===== src/rtl/oal_pkg.sv =====
// Package for the ordered array list engine: field widths, operation and
// status codes, cell commands and controller states. No dependencies.
`timescale 1ns / 1ps

package oal_pkg;

    localparam int KIND_W    = 3;
    localparam int POS_W     = 11;
    localparam int IDX_OUT_W = 10;
    localparam int CNT_OUT_W = 11;
    localparam int STAT_W    = 3;

    // Requested operation
    typedef enum logic [KIND_W-1:0] {
        KIND_GET    = 3'd0,
        KIND_LOCATE = 3'd1,
        KIND_INSERT = 3'd2,
        KIND_DELETE = 3'd3,
        KIND_CLEAR  = 3'd4
    } t_kind;

    // Result status
    typedef enum logic [STAT_W-1:0] {
        STAT_OK     = 3'd0,
        STAT_FULL   = 3'd1,
        STAT_BADPOS = 3'd2,
        STAT_EMPTY  = 3'd3,
        STAT_MISS   = 3'd4
    } t_status;

    // Command broadcast to every cell of the row
    typedef enum logic [2:0] {
        CELL_HOLD,
        CELL_INSERT,
        CELL_DELETE,
        CELL_GET,
        CELL_LOCATE
    } t_cell_op;

    // Controller states
    typedef enum logic [1:0] {
        S_IDLE,
        S_EXEC,
        S_SEARCH,
        S_RESULT
    } t_state;

endpackage


===== src/rtl/oal_cell.sv =====
// One storage cell of the list row: holds one entry, shifts with its
// neighbors on insert/delete and flags a hit for get/locate. Uses oal_pkg.
`timescale 1ns / 1ps

module oal_cell #(
    parameter int CNT_W      = 11,
    parameter int DATA_WIDTH = 8,
    parameter int INDEX      = 0
) (
    input  logic                   i_clk,
    input  oal_pkg::t_cell_op      i_op,
    input  logic [CNT_W-1:0]       i_pos,
    input  logic [CNT_W-1:0]       i_lim,
    input  logic [DATA_WIDTH-1:0]  i_value,
    input  logic [DATA_WIDTH-1:0]  i_prev_data,
    input  logic [DATA_WIDTH-1:0]  i_next_data,
    output logic [DATA_WIDTH-1:0]  o_data,
    output logic                   o_hit
);

    import oal_pkg::*;

    localparam logic [CNT_W-1:0] MY_IDX = CNT_W'(INDEX);

    logic [DATA_WIDTH-1:0] r_data;
    logic [DATA_WIDTH-1:0] n_data;

    // Shift in from the lower neighbor on insert, from the upper on delete
    always_comb begin
        n_data = r_data;
        case (i_op)
            CELL_INSERT: begin
                if (MY_IDX == i_pos) begin
                    n_data = i_value;
                end else if (MY_IDX > i_pos) begin
                    n_data = i_prev_data;
                end
            end
            CELL_DELETE: begin
                if (MY_IDX >= i_pos) begin
                    n_data = i_next_data;
                end
            end
            default: ;
        endcase
    end

    always_ff @(posedge i_clk) begin
        r_data <= n_data;
    end

    // Hit: addressed by get, or live entry equal to the searched value
    always_comb begin
        case (i_op)
            CELL_GET:    o_hit = (MY_IDX == i_pos);
            CELL_LOCATE: o_hit = (MY_IDX < i_lim) && (r_data == i_value);
            default:     o_hit = 1'b0;
        endcase
    end

    assign o_data = r_data;

endmodule


===== config.mk =====
export PLATFORM = sky130hd
export DESIGN_NAME = oal_cell
export DESIGN_NICKNAME = d
export VERILOG_FILES = /design/src/rtl/oal_pkg.sv /design/src/rtl/oal_cell.sv
export SDC_FILE = /design/constraint.sdc
export NUM_CORES = 1
export LEC_CHECK = 0
export ABC_AREA = 1
export BUFFER_PORTS_ARGS = -buffer_cell sky130_fd_sc_hd__buf_2
export CAP_MARGIN = 10
export CORE_ASPECT_RATIO = 0.6
export CORE_MARGIN = 2
export CORE_UTILIZATION = 30
export CTS_BUF_LIST = sky130_fd_sc_hd__clkbuf_4
export DETAILED_ROUTE_END_ITERATION = 6
export PLACE_DENSITY = 0.62
export SKIP_CTS_REPAIR_TIMING = 1
export SLEW_MARGIN = 10
export SYNTH_ARGS = -nofsm -noshare
export SYNTH_HDL_FRONTEND = slang
export SYNTH_SLANG_ARGS = --single-unit
export TNS_END_PERCENT = 20

===== constraint.sdc =====
create_clock -name i_clk -period 1.84 [get_ports i_clk]
set_input_delay 0.368 -clock i_clk [delete_from_list [all_inputs] [get_ports i_clk]]
set_output_delay 0.368 -clock i_clk [all_outputs]
set_load 0.02 [all_outputs]

# Word level (Yosys, flattened, before mapping)
# Cells that the tools add are included.
[op_classes]
n_mux = 5
n_eq_ne = 7
reduce_logical = 4
magnitude_cmp = 3
[ops]
columns = ["operator", "n"]
rows = [
  ["two-way mux 8 bit", 3],
  ["one-hot mux 8 bit (2 select lines)", 1],
  [">= comparator 1 x 11 -> 1 bit, first input constant", 1],
  ["> comparator 1 x 11 -> 1 bit, first input constant", 1],
  ["logical NOT 11 bit", 1],
  ["less-than comparator 1 x 11 -> 1 bit, first input constant", 1],
  ["equality test 8 bit", 1],
  ["equality test 3 x 2 -> 1 bit, second input constant", 2],
  ["equality test 3 x 1 -> 1 bit, second input constant", 1],
  ["equality test 3 bit, second input constant", 1],
  ["!= test 3 bit, second input constant", 1],
  ["AND reduction 3 bit", 1],
  ["!= test 2 bit, second input constant", 1],
  ["one-hot mux 1 bit (2 select lines)", 1],
  ["nonzero test 2 bit", 1],
  ["logical AND 1 bit", 1],
]
[word_totals]
input_bits = 50
output_inout_bits = 9
register_bits = 8
wordCells = 20

# Logic depth before layout (Yosys ltp)
[logic_depth]
depth_word = 4
mapped_depth = 8
ltp_nobuf = 8

# Worst setup path before layout
# Ideal clock, no wire load.
[synth_timing]
path_kind = "in2reg"
startpoint = "in i_pos[7]"
endpoint = "reg r_data[0], in the netlist o_data[0] (enable)"
t_arrival_ns = 1.312
stages = 5
path_buffers = 0
setup_slack_ns = 0.152
setup_ns = 0.375
required_time_ns = 1.465
cell_sequence = "nor2_1 nand2_1 nor2_4 nand2_4 a21oi_1"
[synth_between]
elab_chain_len = 3
elab_cells_between_ends = 6
cone_classes = "2 x order compare; 2 x eq/ne; 2 x reduce/logical"
[synth_lines]
columns = ["item", "line", "rtl"]
rows = [
  ["start, declared", "oal_cell.sv:12", "input logic [CNT_W-1:0] i_pos,"],
  ["> comparator 1 x 11 -> 1 bit, or another cell as far along", "oal_cell.sv:35", "end else if (MY_IDX > i_pos) begin"],
  ["!= test 3 bit (no source line) / != test 2 bit (equally long branches)", "n/a", ""],
  ["AND reduction 3 bit (no source line) (*)", "n/a", ""],
  ["end signal, assigned", "oal_cell.sv:49", "r_data <= n_data;"],
  ["end, declared", "oal_cell.sv:25", "logic [DATA_WIDTH-1:0] r_data;"],
]
# Every way passes the cells marked *; elsewhere a longest branch is shown, timed or not.
# A chain may end at the register's enable or synchronous reset.

# Final worst setup path
[layout_timing]
startpoint = "reg r_data[2], in the netlist o_data[2]"
endpoint = "out o_hit"
[layout_between]
elab_chain_len = 3
[layout_lines]
columns = ["item", "line", "rtl"]
rows = [
  ["equality test 8 bit", "oal_cell.sv:56", "CELL_LOCATE: o_hit = (MY_IDX < i_lim) && (r_data == i_value);"],
  ["logical AND 1 bit", "oal_cell.sv:56", ""],
  ["one-hot mux 1 bit (2 select lines)", "oal_cell.sv:54", "case (i_op)"],
  ["end, declared", "oal_cell.sv:18", "output logic o_hit"],
]
# Every way passes these cells.

==> metrics.yaml <==
status: "finished clean"
setup_tns_ps: 0
synth_top_cell_area_share_pct: 31.0
synth_area_leaders: "edfxtp_1, nand2_1, inv_1, nand3_1, nor2_1"
cp.arrival_ps: 1300
clock_sinks: 8
period_minus_slack_ps: 1670
ys_seq_area_share_pct: 31.0
nets: 247
synth_nets: 178
timing.fmax_mhz: 600
grt.overflow.total: 0
drive_above_1_share_pct: 37.4
grt_max_degree: 10
netlist_area_um2: 774
final_core_utilization_pct: 47.6
grtUsageTotal_pct: 16.4
fillers: 275
path_clk_slew_ps: 50
maxCapViolCount: 0
die_h_um: 43.4
synth_largest_area_cell: "edfxtp_1"
cts_root_buf: "clkbuf_4"
gp_congestion: 0.791
start_util_pct: 31.4
cellLeakagePower_uw: 0.000714
power-per-cell-area_nw_per_um2: 385
cts_buffers: 3
ant_nets: 0
wirelength_um: 2340
syn_area_per_cell_um2: 6.05
syn_inst: 128
vias_per_cell: 4.32
cp_max_fo: 3
grt_pass1_vias: 915
num_rows: 14
synth.distinct_cells: 14
vias: 981
ir_worst_vdd_uv: 198
crit_path_end_kind: "primary output"
ioPinCount: 59
diodes: 0
finalCritPeriodShare_pct: 90.5
yosysWarnings: 0
synth_seq_cells: 8
worstPathRequired_ps: 1470
cts_max_level: 1
firstDrtPassIters: 4
hpwl_um: 1980
antenna_found_initial: 0
dieWidth_um: 69.6
largest_reg_flops: 8
design.core.area_um2: 2470
rsz0062_at_grt: "no"
tritoncts: "built"
crit_type: "reg -> out"
worst_pin_slew_ps: 253
start_kind: "register"
syn_to_final_growth_pct: 51.7
drcViolationCount: 0
dieArea_um2: 3020
drv_slew: 0
relSlewSlack_pct: 83.1
wl_per_cell_um: 10.3
cts_buffer_depth: 2
hold_class: "in -> reg"
hold_violations: 0
first_iter_violations: 21
io_buffers: 58
grt_pass1_wl_um: 3890
setup-violations-final: 0
[where the power goes]
| group | leakage [uW] | internal (uW) | switching, uW |
|---|---|---|---|
| logic | 0.000629 | 60.8 | 58.7 |
| clock network | 0.0000138 | 74.4 | 56.1 |
| registers | 0.0000708 | 202 | 0.0235 |
[placed cells by master, fill, tap and decap left out]
cell type,Yosys,routed
a21oi_1,2,2
and2_0,1,1
buf_2,0,57
buf_4,0,7
clkbuf_4,0,3
edfxtp_1,8,8
inv_1,24,24
inv_2,1,1
inv_6,1,1
nand2_1,52,52
nand2_4,1,1
nand3_1,17,17
nand4_1,1,1
nor2_1,15,15
nor2_4,1,1
nor3_4,2,2
xnor2_1,2,2
[metal layers]
layer	GRT usage (%)	up-vias	wire length, um
met5	0	-	0
met4	1.18	0	0
met3	6.74	0	211
met2	25.0	38	952
met1	23.0	418	1180
li1	-	525	-
[worst paths after layout]
path	cells after the start	from	slack (ps)	endpoint
min	3	i_next_data[1]	390	o_data[1]
max	8	o_data[2]	170	o_hit
[cells in the mapped netlist]
cell and number:
inv_2 1, nor3_4 2, inv_1 24, nand4_1 1, a21oi_1 2, nand3_1 17, edfxtp_1 8, inv_6 1
xnor2_1 2, nor2_4 1, and2_0 1, nand2_4 1, nand2_1 52, nor2_1 15
[worst max-delay path, cell delays in order (launching register included)]
cell      delay, ps
edfxtp_1        420
inv_1            70
nand2_1          50
nand2_1          60
nand3_1          70
a21oi_1         120
nand2_1          60
nand2_1          60
buf_4           140
[cell type report]
cell class,count,area (um^2),share of cell area [%]
timing repair buffer,64,338,28.8
inverter,26,103,8.73
clock buffer,3,22.5,1.92
multi-input combinational,94,432,36.7
tap,32,40.0,3.41
sequential,8,240,20.4
[through the flow]
step           total power [uW]  cells  instance area, um^2  hold WS (ps)  setup slack (ps)
6_report                    452    227                 1170           390               174
5_1_grt                     488    227                 1170           388              10.9
4_1_cts                     459    226                 1160           382               130
3_5_place_dp                326    223                 1140           655               285
3_3_place_gp                323    223                 1140           648               297
2_1_floorplan               256    128                  774           554               152
[kinds of logic after synthesis]
kind of cell	share of synthesized area [%]
AOI/OAI and AO/OA	1.29
xor gates and xnor gates	2.26
buffers and inverters	13.2
DFF	31.0
and+or+nand+nor	52.2
(Power assumes the default switching activity.)
